$ cat src/hdl/bc1_pkg.sv
`timescale 1ns / 1ps
// ----------------------------------------------------------------------------
// bc1_pkg
// Types and constants shared by the block decoder modules.
// ----------------------------------------------------------------------------
package bc1_pkg;

  localparam int CFG_IDX_W = 1;
  localparam logic [CFG_IDX_W-1:0] REG_EXT_COLOR = 1'd0;
  localparam logic [CFG_IDX_W-1:0] REG_PAL_MODE  = 1'd1;

  localparam int Q_DEPTH = 2;
  localparam int PAL_DEPTH = 256;

  localparam logic [7:0] PAL_MARK   = 8'h55;
  localparam logic [7:0] ALPHA_MARK = 8'hFF;
  localparam logic [7:0] OPAQUE     = 8'hFF;

  typedef struct packed {
    logic        operation;
    logic [63:0] block_low;
    logic [63:0] block_high;
    logic [7:0]  palette_index;
    logic [23:0] palette_color;
  } in_t;

  typedef struct packed {
    logic [7:0] red;
    logic [7:0] green;
    logic [7:0] blue;
    logic [7:0] alpha;
    logic [1:0] pixel_row;
    logic [1:0] pixel_col;
    logic       last_pixel;
  } out_t;

  typedef struct packed {
    logic ext_en;
    logic pal_en;
  } cfg_t;

  typedef struct packed {
    logic [7:0] r;
    logic [7:0] g;
    logic [7:0] b;
    logic [7:0] a;
  } pix_t;

  typedef struct packed {
    pix_t [3:0]  clr;
    logic [31:0] idx;
  } q_entry_t;

endpackage

$ cat src/hdl/bc1_queue.sv
`timescale 1ns / 1ps
// ----------------------------------------------------------------------------
// bc1_queue
// Short queue of decoded block entries between front and back.
// ----------------------------------------------------------------------------
module bc1_queue
  import bc1_pkg::*;
(
  input  logic     clk,
  input  logic     rst_n,
  input  logic     push,
  input  q_entry_t push_data,
  output logic     full,
  input  logic     pop,
  output logic     empty,
  output q_entry_t head
);

  localparam int PW = (Q_DEPTH > 1) ? $clog2(Q_DEPTH) : 1;
  localparam int CW = $clog2(Q_DEPTH + 1);

  q_entry_t        mem_r [Q_DEPTH];
  logic [PW-1:0]   wr_ptr_r, rd_ptr_r;
  logic [PW-1:0]   wr_ptr_nxt, rd_ptr_nxt;
  logic [CW-1:0]   count_r, count_nxt;

  assign full  = (count_r == CW'(Q_DEPTH));
  assign empty = (count_r == '0);
  assign head  = mem_r[rd_ptr_r];

  always_comb begin
    wr_ptr_nxt = wr_ptr_r;
    rd_ptr_nxt = rd_ptr_r;
    count_nxt  = count_r;
    if (push) begin
      wr_ptr_nxt = (wr_ptr_r == PW'(Q_DEPTH - 1)) ? '0 : wr_ptr_r + 1'b1;
    end
    if (pop) begin
      rd_ptr_nxt = (rd_ptr_r == PW'(Q_DEPTH - 1)) ? '0 : rd_ptr_r + 1'b1;
    end
    if (push && !pop) begin
      count_nxt = count_r + 1'b1;
    end else if (pop && !push) begin
      count_nxt = count_r - 1'b1;
    end
  end

  always_ff @(posedge clk) begin
    if (!rst_n) begin
      wr_ptr_r <= '0;
      rd_ptr_r <= '0;
      count_r  <= '0;
    end else begin
      wr_ptr_r <= wr_ptr_nxt;
      rd_ptr_r <= rd_ptr_nxt;
      count_r  <= count_nxt;
    end
  end

  always_ff @(posedge clk) begin
    if (push) begin
      mem_r[wr_ptr_r] <= push_data;
    end
  end

endmodule

$ cat config.mk
export PLATFORM = sky130hd
export DESIGN_NAME = bc1_queue
export DESIGN_NICKNAME = d
export VERILOG_FILES = /design/src/hdl/bc1_pkg.sv /design/src/hdl/bc1_queue.sv
export SDC_FILE = /design/constraint.sdc
export NUM_CORES = 1
export LEC_CHECK = 0
export BUFFER_PORTS_ARGS = -buffer_cell sky130_fd_sc_hd__clkbuf_2
export CELL_PAD_IN_SITES_DETAIL_PLACEMENT = 2
export CELL_PAD_IN_SITES_GLOBAL_PLACEMENT = 2
export CORE_MARGIN = 8
export CORE_UTILIZATION = 39
export CTS_CLUSTER_DIAMETER = 30
export DETAILED_ROUTE_END_ITERATION = 10
export HOLD_SLACK_MARGIN = 0.03
export PLACE_DENSITY_LB_ADDON = 0.1
export RECOVER_POWER = 100
export SYNTH_ARGS = -nofsm -noshare
export SYNTH_HDL_FRONTEND = slang
export SYNTH_SLANG_ARGS = --single-unit
$ cat constraint.sdc
create_clock -name clk -period 10.5 [get_ports clk]
set_input_delay 1.05 -clock clk [delete_from_list [all_inputs] [get_ports clk]]
set_output_delay 1.05 -clock clk [all_outputs]
set_load 0.005 [all_outputs]
==> reports/metrics.cfg <==
[global_route]
grt_pass1_wl_um = 47500
track_usage = 0.174
first_global_vias = 7561
antenna_found_initial = 7
overflow = 0
grt_max_degree = 76

[setup_path]
worstSetupPathType = input port to register
endpoint_kind = register
timing.rr.start = wr_ptr_r
required_ns = 10.66
cp_max_fo = 75
cp_data_arrival_time_ns = 6.92
setup.worst_path.start = push
start_kind = input port

[clock_network]
cts_resized = 0
cts.sinks = 325
cts_hold_buf = 0
cts_tree = yes
cts_max_level = 3
cts-root-buf = clkbuf_16
cts_made_buffers = 70
clock_path_buffers = 3
postCtsSetupBuffers = 0
clock_latency_ns = 0.55
clk_pin_slew_ns = 0.04

[final_layout]
synthToLayoutAreaGrowth_pct = 30.9
fin_util = 0.519
final_cells = 1360
layout_common_cells = edfxtp_1 (320), clkbuf_1 (189), clkbuf_2 (150)
final_common_cell = edfxtp_1
drive_above_1_share = 0.303
nets = 1070

[routing]
route.detailed.drc = 0
wire_per_inst_um = 24.3
ant_nets = 0
dr.pass1.iters = 4
vias_per_cell = 4.76
drtIter0Drc = 323
drt_wl_total_um = 33000
vias = 6480

[floorplanning]
dieArea_sq_um = 37100
initial_utilization = 0.397
core_sq_um = 30700
row_count = 64
chipWidth_um = 193
ios = 326
die_y_um = 193

[power_and_ir_drop]
peakVddDrop_v = 0.000134
p_leak_nw = 5.70
powerDensity_nw_per_um2 = 249
power_w = 0.00396

[timing]
finalCritPeriodShare = 0.645
max_freq_ghz = 0.148
relSlewSlack = -1.92
period_minus_slack_ns = 6.77
rsz0062_at_grt = false
fin_skew_ns = 0.0178
max_slew.worst_pin.slew_ns = 4.38
finalMaxSlewViolations = 344
finalSetupViolCount = 0
setup_tns_ns = 0
hold_ws_ns = 0.542
finalHoldViolCount = 0

[min_path]
holdCritPathClass = register to register
worstHoldStart = count_r[1]

[yosys]
synth_top_cell_by_area = edfxtp_1
synth_area_leaders = edfxtp_1 (79%), mux2_4 (12%), mux2_2 (5.6%)
synth_warnings = 0
syn-num-nets = 685
ys_types = 17
syn_inst = 520
yosysSeqAreaShare = 0.798
synth_top_cell_area_share = 0.790
syn_area_sq_um = 12200
ys_ff_latch = 325
avgSynthCellArea_sq_um = 23.4

[flow_run]
maxCapViolations = 6

[placement]
hpwlAfterDp_um = 21700
routabilityCongestion = 0.726
io_buffers = 325
place_inst = 1229

[status]
status = finished with violations
violations = capacitance limit, slew limit

## final timing paths
path,to,slack (ns),depth (start not counted)
worst max-delay path,mem_r[0][137],3.73,4
worst min-delay path,count_r[1],0.54,2
worst max register to register,mem_r[0][137],4.12,3
worst min register to register,count_r[1],0.54,2
## cells by family (layout without fill, tap and decap cells)
| group | after synthesis | in the layout | synth area share |
|---|---|---|---|
| xor+xnor | 3 | 3 | 0.00216 |
| simple gates | 9 | 9 | 0.00442 |
| compound gates | 3 | 3 | 0.00165 |
| buf+inv | 19 | 458 | 0.0139 |
| mux | 160 | 160 | 0.179 |
| flops | 325 | 325 | 0.798 |
| fa+ha+maj | 1 | 1 | 0.00103 |
| other cells | 0 | 5 | 0 |
## Yosys cell counts
cell type    n
edfxtp_1   320
mux2_4     100
mux2_2      60
buf_6       12
buf_2        6
dfxtp_1      5
and2_1       4
nor2b_1      3
xor2_1       2
a21boi_0     1
ha_1         1
inv_1        1
nor2_1       1
o21a_1       1
o21ai_0      1
or3_1        1
xnor2_1      1
## routing by layer
metal | global-route usage | part of all wire | routed length, um | vias to the layer above
met3 | 0.0600 | 0.093 | 3080 | 74
met5 | 0 | 0.00070 | 23 | -
li1 | - | - | - | 2881
met2 | 0.304 | 0.52 | 17100 | 286
met1 | 0.192 | 0.36 | 12000 | 3235
met4 | 0.0664 | 0.025 | 830 | 4
## sequential cells by signal, indices dropped and copies added, names as in the netlist, named ones only
| name | count |
|---|---|
| wr_ptr_r | 1 |
| rd_ptr_r | 1 |
| mem_r | 320 |
| count_r | 2 |
## area by class of cell
cell class	instances	area, sq um
diodes	5	12.5
repair buffers	331	1440
inverters	1	3.75
flip-flops and latches	325	9710
clock inverters	45	528
multi-input cells	176	1930
well taps	396	495
fillers	2871	14700
clock buffers	81	1810
## critical path: stages
cell	delay [ns]
clkbuf_1	0.17
nor2b_1	1.84
clkbuf_1	2.60
buf_4	1.11
## through the flow
stage / instance area, sq um / worst slack (ns)
final: 15900 / 3.73
after global routing: 15900 / 3.18
after CTS: 16500 / 6.27
after detailed placement: 14200 / 6.33
after global placement: 14200 / 6.49
after floorplan: 12200 / 1.80
## report_power, final
group          switching, W  internal [W]
Clock              0.000692       0.00148
Sequential        0.0000265       0.00151
Combinational      0.000141      0.000109
Total              0.000859       0.00310
Power figures use the tool's default switching activity.
