--- config.mk ---
export PLATFORM = sky130hd
export DESIGN_NAME = bc1_back
export DESIGN_NICKNAME = d
export VERILOG_FILES = /design/src/hdl/bc1_pkg.sv /design/src/hdl/bc1_back.sv
export SDC_FILE = /design/constraint.sdc
export NUM_CORES = 1
export LEC_CHECK = 0
export BUFFER_PORTS_ARGS = -buffer_cell sky130_fd_sc_hd__clkbuf_2
export CORE_MARGIN = 5
export CORE_UTILIZATION = 40
export DETAILED_ROUTE_END_ITERATION = 8
export PLACE_DENSITY = 0.62
export REMOVE_ABC_BUFFERS = 1
export SETUP_SLACK_MARGIN = 0.4
export SYNTH_ARGS = -nofsm -noshare
export SYNTH_HDL_FRONTEND = slang
export SYNTH_SLANG_ARGS = --single-unit
export TNS_END_PERCENT = 30
--- constraint.sdc ---
create_clock -name clk -period 18.7 [get_ports clk]
set_clock_uncertainty 0.15 [all_clocks]
set_input_delay 2.805 -clock clk [delete_from_list [all_inputs] [get_ports clk]]
set_output_delay 2.805 -clock clk [all_outputs]
set_load 0.02 [all_outputs]
--- src/hdl/bc1_pkg.sv ---
`timescale 1ns / 1ps
// ----------------------------------------------------------------------------
// bc1_pkg
// Types and constants shared by the block decoder modules.
// ----------------------------------------------------------------------------
package bc1_pkg;

  localparam int CFG_IDX_W = 1;
  localparam logic [CFG_IDX_W-1:0] REG_EXT_COLOR = 1'd0;
  localparam logic [CFG_IDX_W-1:0] REG_PAL_MODE  = 1'd1;

  localparam int Q_DEPTH = 2;
  localparam int PAL_DEPTH = 256;

  localparam logic [7:0] PAL_MARK   = 8'h55;
  localparam logic [7:0] ALPHA_MARK = 8'hFF;
  localparam logic [7:0] OPAQUE     = 8'hFF;

  typedef struct packed {
    logic        operation;
    logic [63:0] block_low;
    logic [63:0] block_high;
    logic [7:0]  palette_index;
    logic [23:0] palette_color;
  } in_t;

  typedef struct packed {
    logic [7:0] red;
    logic [7:0] green;
    logic [7:0] blue;
    logic [7:0] alpha;
    logic [1:0] pixel_row;
    logic [1:0] pixel_col;
    logic       last_pixel;
  } out_t;

  typedef struct packed {
    logic ext_en;
    logic pal_en;
  } cfg_t;

  typedef struct packed {
    logic [7:0] r;
    logic [7:0] g;
    logic [7:0] b;
    logic [7:0] a;
  } pix_t;

  typedef struct packed {
    pix_t [3:0]  clr;
    logic [31:0] idx;
  } q_entry_t;

endpackage

--- src/hdl/bc1_back.sv ---
`timescale 1ns / 1ps
// ----------------------------------------------------------------------------
// bc1_back
// Walks the sixteen pixels of the head block, applies 2x2 smoothing to
// pixels outside the last row and column and drives the result register.
// ----------------------------------------------------------------------------
module bc1_back
  import bc1_pkg::*;
(
  input  logic     clk,
  input  logic     rst_n,
  input  logic     q_empty,
  input  q_entry_t q_head,
  output logic     q_pop,
  output logic     out_valid,
  input  logic     out_stall,
  output out_t     out_data
);

  logic [3:0] cnt_r, cnt_nxt;
  logic       out_valid_r, out_valid_nxt;
  out_t       out_data_r;
  out_t       pix_nxt;
  logic       emit;
  logic [1:0] row, col, row1, col1;
  pix_t       p00, p01, p10, p11;
  logic       smooth;

  function automatic logic [1:0] sel(input logic [31:0] idx, input logic [1:0] r,
                                     input logic [1:0] c);
    sel = idx[{r, c, 1'b0} +: 2];
  endfunction

  function automatic logic [7:0] filt(input logic [7:0] a, input logic [7:0] b,
                                      input logic [7:0] c, input logic [7:0] d);
    logic [13:0] s;
    s = 14'(a) * 14'd26 + 14'(b) * 14'd14 + 14'(c) * 14'd14 + 14'(d) * 14'd10;
    filt = s[13:6];
  endfunction

  assign emit  = !q_empty && (!out_valid_r || !out_stall);
  assign q_pop = emit && (cnt_r == 4'd15);

  always_comb begin
    row    = cnt_r[3:2];
    col    = cnt_r[1:0];
    row1   = row + 2'd1;
    col1   = col + 2'd1;
    smooth = (row != 2'd3) && (col != 2'd3);
    p00    = q_head.clr[sel(q_head.idx, row, col)];
    p01    = q_head.clr[sel(q_head.idx, row, col1)];
    p10    = q_head.clr[sel(q_head.idx, row1, col)];
    p11    = q_head.clr[sel(q_head.idx, row1, col1)];
    if (smooth) begin
      pix_nxt.red   = filt(p00.r, p01.r, p10.r, p11.r);
      pix_nxt.green = filt(p00.g, p01.g, p10.g, p11.g);
      pix_nxt.blue  = filt(p00.b, p01.b, p10.b, p11.b);
      pix_nxt.alpha = filt(p00.a, p01.a, p10.a, p11.a);
    end else begin
      pix_nxt.red   = p00.r;
      pix_nxt.green = p00.g;
      pix_nxt.blue  = p00.b;
      pix_nxt.alpha = p00.a;
    end
    pix_nxt.pixel_row  = row;
    pix_nxt.pixel_col  = col;
    pix_nxt.last_pixel = (cnt_r == 4'd15);
  end

  assign cnt_nxt       = emit ? cnt_r + 4'd1 : cnt_r;
  assign out_valid_nxt = emit || (out_valid_r && out_stall);

  always_ff @(posedge clk) begin
    if (!rst_n) begin
      cnt_r       <= 4'd0;
      out_valid_r <= 1'b0;
    end else begin
      cnt_r       <= cnt_nxt;
      out_valid_r <= out_valid_nxt;
    end
  end

  always_ff @(posedge clk) begin
    if (emit) begin
      out_data_r <= pix_nxt;
    end
  end

  assign out_valid = out_valid_r;
  assign out_data  = out_data_r;

endmodule

==> results of run 1 <==
per-layer routing:
layer,up-vias,track usage
met2,330,0.3677
li1,6682,-
met4,16,0.04466
met3,73,0.03957
met1,6787,0.2672
met5,-,0
cell usage in the layout, fill, tap and decap left out, types with 5 or more instances in the layout:
cell,n
o31ai_1,7
xor2_1,56
a31oi_1,29
fa_1,152
a21oi_1,96
o21ai_1,17
a211oi_1,6
nand2b_1,8
o21bai_1,44
a21o_1,53
inv_1,285
and2_1,17
diode_2,7
buf_4,12
ha_1,266
a221oi_1,5
nor2_1,49
edfxtp_1,37
clkbuf_2,202
and3_1,34
nor2b_1,15
mux2_2,8
mux4_2,94
nand3b_1,5
nor3b_1,6
nand2_1,166
nor3_1,9
mux2i_1,112
nand3_1,9
xnor2_1,88
o21ai_0,22
clkbuf_16,5
final timing paths:
path	endpoint	slack [ns]	depth (start not counted)
setup / recovery	out_data[10]$_DFFE_PP_	8.66	23
hold reg to reg	out_valid$_SDFF_PN0_	0.38	2
hold / removal	out_valid$_SDFF_PN0_	0.38	2
setup reg to reg	out_data[10]$_DFFE_PP_	9.79	23
cell type report:
cell class | instances | area (sq um)
fillers | 4186 | 23850
multi-input cells | 1430 | 14730
flip-flops and latches | 42 | 1212
repair buffers | 214 | 1101
inverters | 287 | 1077
well taps | 585 | 732.0
clock buffers | 6 | 128.9
clock inverters | 2 | 37.54
diodes | 7 | 17.52
cell usage after synthesis, types with 5 or more instances:
cell and count:
o21ai_1 17, buf_2 12, nand2b_1 8, nor3_1 9, fa_1 152, buf_1 12, dfxtp_1 5, o31ai_1 7
and2_1 17, o21ai_0 22, a21o_1 53, a31oi_1 29, a211oi_1 6, xnor2_1 88, nand3b_1 5, edfxtp_1 37
a221oi_1 5, o21bai_1 44, nor2_1 49, ha_1 266, and3_1 34, mux2i_1 112, a21oi_1 98, mux4_2 97
nor2b_1 15, clkbuf_1 38, inv_1 285, nand2_1 166, mux2_2 8, xor2_1 56, nand3_1 9, nor3b_1 6
registers in the layout, indices dropped and copies added, names as in the netlist:
name / count
out_valid: 1
out_data: 37
cnt_r: 4
through the flow:
| stage | instances | worst slack, ns |
|---|---|---|
| finish | 2573 | 8.656 |
| global route | 2566 | 8.307 |
| CTS | 2566 | 8.613 |
| detailed placement | 2558 | 8.288 |
| global placement | 2558 | 8.361 |
| floorplan | 1759 | 8.692 |
critical path: cells and delay by family:
family	cells	cell delay [ns]
compound gates	7	1.60
xor+xnor	1	0.20
fa+ha+maj	6	2.50
buf+inv	4	0.58
mux	3	1.98
simple gates	2	0.20
cell families after synthesis:
| group | count (synthesis) |
|---|---|
| XOR/XNOR | 144 |
| flip-flops | 42 |
| adder cells (fa/ha/maj) | 418 |
| buffers and inverters | 351 |
| AO/OA/AOI/OAI | 316 |
| multiplexers | 220 |
| AND/OR/NAND/NOR | 332 |
==> flow_summary_export.csv, run 1 <==
group,metric,value,unit
final_layout,area_growth_syn_to_layout,10.39,%
floorplanning,die_w,217.7,um
global_route,antenna_found_initial,12,
clock_network,clk_pin_slew_worst_paths,0.07,ns
logic_synthesis,ys_ff_latch,42,
logic_synthesis,synthTopCellsByArea,"ha_1, fa_1, mux4_2",
final_layout,final_layout_size_suffix_gt1_frac,0.1716,
clock_network,cts_tree,"built",
timing,period_minus_slack,10.04,ns
clock_network,cts.repair.resized,0,
logic_synthesis,synthDominantAreaCellType,"ha_1",
detailed_routing,met1Wirelength,20820,um
logic_synthesis,synth-adder-area-share,0.3694,
detailed_routing,wl_met3,3103,um
detailed_routing,viasPerCell,5.398,
final_layout,finalNetCount,2562,
global_route,grt.overflow.total,0,
logic_synthesis,syn_avg_cell_area,9.462,sq um
logic_synthesis,netlist_instances,1823,
detailed_routing,wl,49010,um
detailed_routing,wire_per_inst,19.05,um
timing,slew_violations,0,
clock_network,clock_path_buffers,2,
logic_synthesis,synthArstFlopShare,0,
timing,fmax,99.57,MHz
setup_path,cp-start-kind,"primary input",
timing,whs,0.3829,ns
detailed_routing,drc,0,
global_route,grt_max_degree,65,
setup_path,required,18.58,ns
run_status,outcome,"completed",
clock_network,ctsHoldBuffers,0,
logic_synthesis,synth.area.mux_share,0.2006,
detailed_routing,vias,13890,
final_layout,fin_area,19040,sq um
logic_synthesis,yosysSeqAreaShare,0.07022,
floorplanning,fp.dieArea,47380,sq um
job,drv_cap,0,
detailed_routing,ant_nets,0,
min_path,holdCritStartpoint,"out_valid$_SDFF_PN0_",
setup_path,cp.arrival,9.92,ns
clock_network,clkLatencyLatePin,0.31,ns
min_path,hold_path.class,"register to register",
logic_synthesis,synth_edf_count,37,
logic_synthesis,synth_top_family_by_area,"adder cells",
logic_synthesis,synth_cell_types,68,
timing,finalHoldViolCount,0,
place,routabilityCongestion,0.9107,
setup_path,cpMaxStageDelayCell,"mux4_4",
detailed_routing,top_layer,"met5",
setup_path,r2r-start,"cnt_r[0]$_SDFFE_PN0P_",
global_route,grt_pass1_vias,14600,
detailed_routing,routed-wl-met2,23800,um
setup_path,cp-startpoint,"q_head[6]",
clock_network,numCtsBuffers,5,
place,post_dp_cell_area,18860,sq um
final_layout,fin_util,0.4440,
detailed_routing,dr.first_iter.drc_count,575,
setup_path,critPathKind,"primary input to register",
timing,setup_tns,0,ns
logic_synthesis,synth-xor-area-share,0.07312,
clock_network,cts_root_buffer,"clkbuf_16",
timing,rsz0062_at_grt,"no",
floorplanning,rows,76,
logic_synthesis,ys.flop_type,"edfxtp_1",
timing,maxSlewHeadroom,0.3022,
clock_network,cts_sinks,42,
logic_synthesis,yosys.area_share.simple,0.08937,
logic_synthesis,syn_area,17250,sq um
place,dp_hpwl,40920,um
floorplanning,io_pins,203,
logic_synthesis,yosys_warnings,0,
timing,worst_pin_slew,1.047,ns
setup_path,worstPathMaxFanout,23,
timing,setup_viol,0,
global_route,grt_use_total,0.2085,
floorplanning,fp.dieH,217.7,um
setup_path,path_cells,"clkbuf_2 -> mux4_2 -> mux4_4 -> buf_4 -> mux4_2 -> ha_1 -> ha_1 -> xor2_1 -> fa_1 -> inv_1 -> fa_1 -> fa_1 -> inv_1 -> ha_1 -> o21a_1 -> nor2_1 -> nor2_1 -> o311a_1 -> o31a_1 -> a311o_1 -> a21o_1 -> a211oi_2 -> o22ai_1",
setup_path,cp_slowest_stage_delay,0.94,ns
place,io_buffer_count,202,
logic_synthesis,synth_compound_area_frac,0.1193,
timing,fin_crit_sh,0.5371,
clock_network,h-tree-depth,2,
global_route,grt_pass1_wl,78740,um
floorplanning,core_area,42890,sq um
logic_synthesis,synth_top_area_frac,0.1929,
setup_path,end_kind,"register",
clock_network,cts_setup_buffers,0,
floorplanning,start_util,0.4022,
detailed_routing,dr.pass1.iters,6,
Power of run 1 is not shown: default switching activity piles up to over one toggle a cycle in this logic, so the estimate is an artifact.
==> inputs of run 2 (changes only) <==
PLACE_DENSITY = 0.65   (was 0.62)
clock period = 8.4 ns   (was 18.7 ns; I/O delays follow)
==> run 2 against run 1 <==
Compared with the run above:
- routed wire length is 9.7% higher
- sequential share of layout area is 0.38 points lower
- register-to-register slack lost 9.1 ns
- worst setup slack lost 8.1 ns
- cell area is 6.3% higher
- critical endpoint is now out_data[12]$_DFFE_PP_
- first-iteration DRC count is 84% higher
- critical path depth grew 1
- worst hold slack improved by 0.0049 ns
- global-route usage increased by 1.0 points
- count of clock-buffer cells in the layout shrank 1
==> flow_summary_export.csv, run 2 (same netlist as run 1, synthesis figures left out) <==
group,metric,value,unit
global_route,grt_pass1_vias,15360,
global_route,grt_use_total,0.2189,
floorplanning,io_pins,203,
detailed_routing,wl,53750,um
clock_network,cts_root_buffer,"clkbuf_16",
floorplanning,die_w,217.7,um
timing,fin_crit_sh,0.9324,
setup_path,r2r_slack,0.66,ns
final_layout,finalNetCount,2654,
min_path,hold_path.class,"register to register",
detailed_routing,dr.first_iter.drc_count,1058,
global_route,grt_max_degree,43,
global_route,grt.overflow.total,0,
job,drv_cap,0,
setup_path,required,8.31,ns
run_status,outcome,"completed",
final_layout,layout_common_cells,"inv_1, ha_1, clkbuf_2",
floorplanning,core_area,42890,sq um
clock_network,cts_sinks,42,
clock_network,clock_path_buffers,2,
global_route,antenna_found_initial,3,
timing,rsz0062_at_grt,"yes",
detailed_routing,dr.pass1.iters,5,
detailed_routing,wire_per_inst,20.21,um
setup_path,r2r_end,"out_data[12]$_DFFE_PP_",
clock_network,cts_tree,"built",
setup_path,cp-start-kind,"primary input",
timing,setup_tns,0,ns
setup_path,endpoint,"out_data[12]$_DFFE_PP_",
place,place_ws,-0.08774,ns
setup_path,cp.arrival,7.74,ns
detailed_routing,viasPerCell,5.537,
detailed_routing,vias,14720,
global_route,grt_pass1_wl,82090,um
floorplanning,fp.dieArea,47380,sq um
setup_path,worstPathMaxFanout,4,
final_layout,largest_reg_flops,37,
timing,layout_setup_ws,0.5680,ns
timing,finalHoldViolCount,0,
clock_network,clkLatencyLatePin,0.32,ns
setup_path,r2r-start,"cnt_r[1]$_SDFFE_PN0P_",
setup_path,cp-startpoint,"q_head[30]",
setup_path,critPathKind,"primary input to register",
timing,maxSlewHeadroom,0.4409,
final_layout,final_common_cell,"inv_1",
timing,setup_viol,0,
clock_network,clk_pin_slew_worst_paths,0.08,ns
detailed_routing,drc,0,
timing,worst_pin_slew,0.8387,ns
final_layout,multi_input_area,15160,sq um
place,dp_hpwl,43920,um
floorplanning,fp.dieH,217.7,um
clock_network,numCtsBuffers,5,
timing,period_minus_slack,7.832,ns
clock_network,h-tree-depth,2,
final_layout,num-fill-cells,4042,
setup_path,reg2regPathDepth,24,
detailed_routing,ant_nets,0,
place,io_buffer_count,202,
min_path,holdPathStages,2,
place,routabilityCongestion,0.9020,
timing,fmax,127.7,MHz
floorplanning,rows,76,
timing,slew_violations,0,
final_layout,area_growth_syn_to_layout,17.31,%
final_layout,final-seq-area,1212,sq um
final_layout,final_layout_size_suffix_gt1_frac,0.2470,
floorplanning,start_util,0.4022,
setup_path,end_kind,"register",
[run 2: cell types whose count changed in the layout (fill, tap and decap cells not counted), sizes merged]
cell and change:
bufinv -1, clkinvlp -1, buf +89, mux4 +1, clkinv +1, clkbuf +1, diode -6, inv +2
[run 2: worst min-delay path by stage]
stage	start	end	slack [ns]
after global routing	out_valid$_SDFF_PN0_	out_valid$_SDFF_PN0_	0.45
after CTS	out_valid$_SDFF_PN0_	out_valid$_SDFF_PN0_	0.40
after floorplan	out_valid$_SDFF_PN0_	out_valid$_SDFF_PN0_	0.40
after detailed placement	out_valid$_SDFF_PN0_	out_valid$_SDFF_PN0_	0.39
final	out_valid$_SDFF_PN0_	out_valid$_SDFF_PN0_	0.39
after global placement	out_valid$_SDFF_PN0_	out_valid$_SDFF_PN0_	0.35
[run 2: metal layers]
| metal | GRT usage | share of wire | vias up |
|---|---|---|---|
| met2 | 0.3792 | 0.49 | 475 |
| met4 | 0.07205 | 0.039 | 6 |
| met1 | 0.2767 | 0.41 | 7296 |
| met5 | 0 | 0.00060 | - |
| met3 | 0.04026 | 0.061 | 102 |
| li1 | - | - | 6844 |
[run 2: per-stage QoR]
step / utilization / cell area [sq um] / cells / hold WS [ns]
after detailed placement: 0.4477 / 19200 / 2602 / 0.3906
after global placement: 0.4477 / 19200 / 2602 / 0.3507
after floorplan: - / 16980 / 1759 / 0.3998
after global routing: 0.4718 / 20230 / 2658 / 0.4512
final: 0.4718 / 20240 / 2659 / 0.3878
after CTS: 0.4529 / 19420 / 2614 / 0.4018
[run 2: what timing repair did]
action | in CTS | in global routing
gates resized for setup | 3 | 92
hold buffers | 0 | 0
endpoints found under the hold margin | 0 | 0
setup buffers | 4 | 42
gates cloned | 0 | 2
setup endpoints to repair | 9 | 22
pin swaps | 0 | 29
[run 2: final cells by class]
| type | count | area share |
|---|---|---|
| Antenna cell | 1 | 0.0001237 |
| Sequential cell | 42 | 0.05991 |
| Clock buffer | 5 | 0.006183 |
| Tap cell | 585 | 0.03617 |
| Inverter | 287 | 0.05324 |
| Timing Repair Buffer | 305 | 0.09380 |
| Multi-Input combinational cell | 1431 | 0.7491 |
| Clock inverter | 3 | 0.001422 |
[run 2: worst max-delay path, stage by stage]
cell	delay (ns)
clkbuf_2	0.10
mux4_2	0.50
mux4_4	0.67
buf_12	0.18
buf_6	0.12
mux4_2	0.44
ha_1	0.32
ha_1	0.29
ha_2	0.20
fa_2	0.51
inv_1	0.06
fa_1	0.49
fa_1	0.51
inv_1	0.04
ha_1	0.28
o21a_1	0.11
nor2_2	0.12
nor2_1	0.07
o311a_1	0.13
o31a_1	0.34
a311o_2	0.40
a211oi_4	0.28
mux2i_1	0.22
nand2_1	0.09
Power of run 2 is left out for the same reason.
==> inputs of run 3 (changes only) <==
PLACE_DENSITY = 0.66   (was 0.65)
==> run 3 against run 2 <==
Compared with the run above:
- routed wire length is 1.9% lower
- first-iteration DRC count is 27% lower
- cell count increased by 0.15%
- non-clock buffer count is 5 higher
- maximum frequency is 0.42% higher
- register-to-register slack better by 0.06 ns
- count of clock-buffer cells in the layout unchanged
- sequential cell count stayed put
- critical path depth increased by 2
- worst setup slack improved by 0.033 ns
- critical path type unchanged
- largest cell class unchanged
- highest routed layer unchanged
==> flow_summary_export.csv, run 3 (same netlist as run 1, synthesis figures left out) <==
group,metric,value,unit
clock_network,numCtsBuffers,5,
clock_network,h-tree-depth,2,
clock_network,clk_pin_slew_worst_paths,0.08,ns
floorplanning,core_area,42890,sq um
final_layout,area_growth_syn_to_layout,17.51,%
timing,setup_tns,0,ns
setup_path,endpoint,"out_data[20]$_DFFE_PP_",
timing,fmax,128.2,MHz
final_layout,final_common_cell,"inv_1",
final_layout,num-fill-cells,3996,
global_route,grt_pass1_vias,15300,
setup_path,end_kind,"register",
global_route,antenna_found_initial,4,
global_route,grt_use_met1,0.2799,
detailed_routing,ant_nets,0,
setup_path,r2r_end,"out_data[20]$_DFFE_PP_",
detailed_routing,wl,52740,um
final_layout,final_layout_size_suffix_gt1_frac,0.2460,
place,io_buffer_count,202,
setup_path,r2r-start,"cnt_r[1]$_SDFFE_PN0P_",
clock_network,clock_path_buffers,2,
detailed_routing,vias,14690,
timing,period_minus_slack,7.799,ns
detailed_routing,drc,0,
floorplanning,fp.dieH,217.7,um
floorplanning,die_w,217.7,um
final_layout,fin_area,20270,sq um
setup_path,worstPathMaxFanout,6,
global_route,grt.overflow.total,0,
timing,maxSlewHeadroom,0.4359,
floorplanning,start_util,0.4022,
setup_path,cp-start-kind,"primary input",
setup_path,reg2regPathDepth,26,
min_path,holdCritStartpoint,"out_valid$_SDFF_PN0_",
setup_path,critPathKind,"primary input to register",
timing,fin_crit_sh,0.9285,
timing,setup_viol,0,
clock_network,clkLatencyLatePin,0.32,ns
clock_network,cts_root_buffer,"clkbuf_16",
global_route,grt.busiest_layer,"met2",
setup_path,cp.arrival,7.72,ns
final_layout,final-seq-area,1212,sq um
floorplanning,io_pins,203,
global_route,grt_pass1_wl,81930,um
run_status,outcome,"completed",
place,routabilityCongestion,0.8936,
setup_path,r2r_slack,0.72,ns
place,place_ws,-0.09490,ns
place,dp_hpwl,43180,um
global_route,grt_use_total,0.2179,
final_layout,multi_input_area,15100,sq um
job,drv_cap,0,
detailed_routing,dr.first_iter.drc_count,771,
global_route,globalRouteMet3Util,0.03790,
clock_network,cts_sinks,42,
timing,worst_pin_slew,0.8462,ns
final_layout,largest_reg_flops,37,
detailed_routing,viasPerCell,5.517,
clock_network,cts_tree,"built",
global_route,grt_max_degree,65,
final_layout,layout_common_cells,"inv_1, ha_1, clkbuf_2",
floorplanning,rows,76,
final_layout,fin_util,0.4726,
detailed_routing,dr.pass1.iters,5,
timing,slew_violations,0,
place,post_dp_cell_area,19220,sq um
timing,layout_setup_ws,0.6007,ns
timing,rsz0062_at_grt,"yes",
clock_network,ctsHoldBuffers,0,
global_route,use_met2,0.3869,
min_path,hold_path.class,"register to register",
setup_path,cp-startpoint,"q_head[26]",
detailed_routing,wire_per_inst,19.80,um
final_layout,finalNetCount,2658,
floorplanning,fp.dieArea,47380,sq um
timing,finalHoldViolCount,0,
setup_path,required,8.33,ns
## run 3: worst min path at each step
stage | cells after the start | end | slack [ns]
6_report | 2 | out_valid$_SDFF_PN0_ | 0.38
5_1_grt | 2 | out_valid$_SDFF_PN0_ | 0.42
4_1_cts | 2 | out_valid$_SDFF_PN0_ | 0.39
3_5_place_dp | 2 | out_valid$_SDFF_PN0_ | 0.38
3_3_place_gp | 2 | out_valid$_SDFF_PN0_ | 0.35
2_1_floorplan | 2 | out_valid$_SDFF_PN0_ | 0.40
## run 3: metal layers
metal / routed length [um] / vias to the layer above
li1: - / 6852
met1: 22260 / 7301
met2: 25970 / 437
met3: 3200 / 93
met4: 1267 / 8
met5: 46 / -
## run 3: metrics by stage
stage | hold WS (ns) | instances
CTS | 0.3884 | 2621
finish | 0.3817 | 2663
global placement | 0.3543 | 2606
global route | 0.4229 | 2662
floorplan | 0.3998 | 1759
detailed placement | 0.3783 | 2606
## run 3: area by class of cell
type                            count  area share
Clock inverter                      3    0.003395
Inverter                          287     0.05315
Tap cell                          585     0.03611
Sequential cell                    42     0.05981
Multi-Input combinational cell   1430      0.7450
Timing Repair Buffer              310     0.09623
Antenna cell                        1   0.0001235
Clock buffer                        5    0.006173
## run 3: what timing repair did
action,CTS,global route
setup endpoints to repair,14,21
setup buffers,7,39
gates cloned,0,2
gates resized for setup,2,85
pin swaps,0,35
## run 3: worst max-delay path: stages
cell and delay, ns:
clkbuf_2 0.10, mux4_2 0.47, mux4_4 0.75, buf_12 0.21, buf_4 0.18, mux4_2 0.49
ha_1 0.30, inv_1 0.05, fa_1 0.54, inv_1 0.04, ha_1 0.30, inv_1 0.06
o21bai_1 0.18, a21oi_2 0.09, o21bai_1 0.17, a21oi_2 0.08, xnor2_1 0.15, fa_1 0.54
inv_1 0.06, fa_1 0.54, inv_1 0.04, ha_1 0.33, and3_1 0.19, a211oi_2 0.30
mux2i_1 0.22, nand2_1 0.06
Power of run 3 is left out for the same reason.
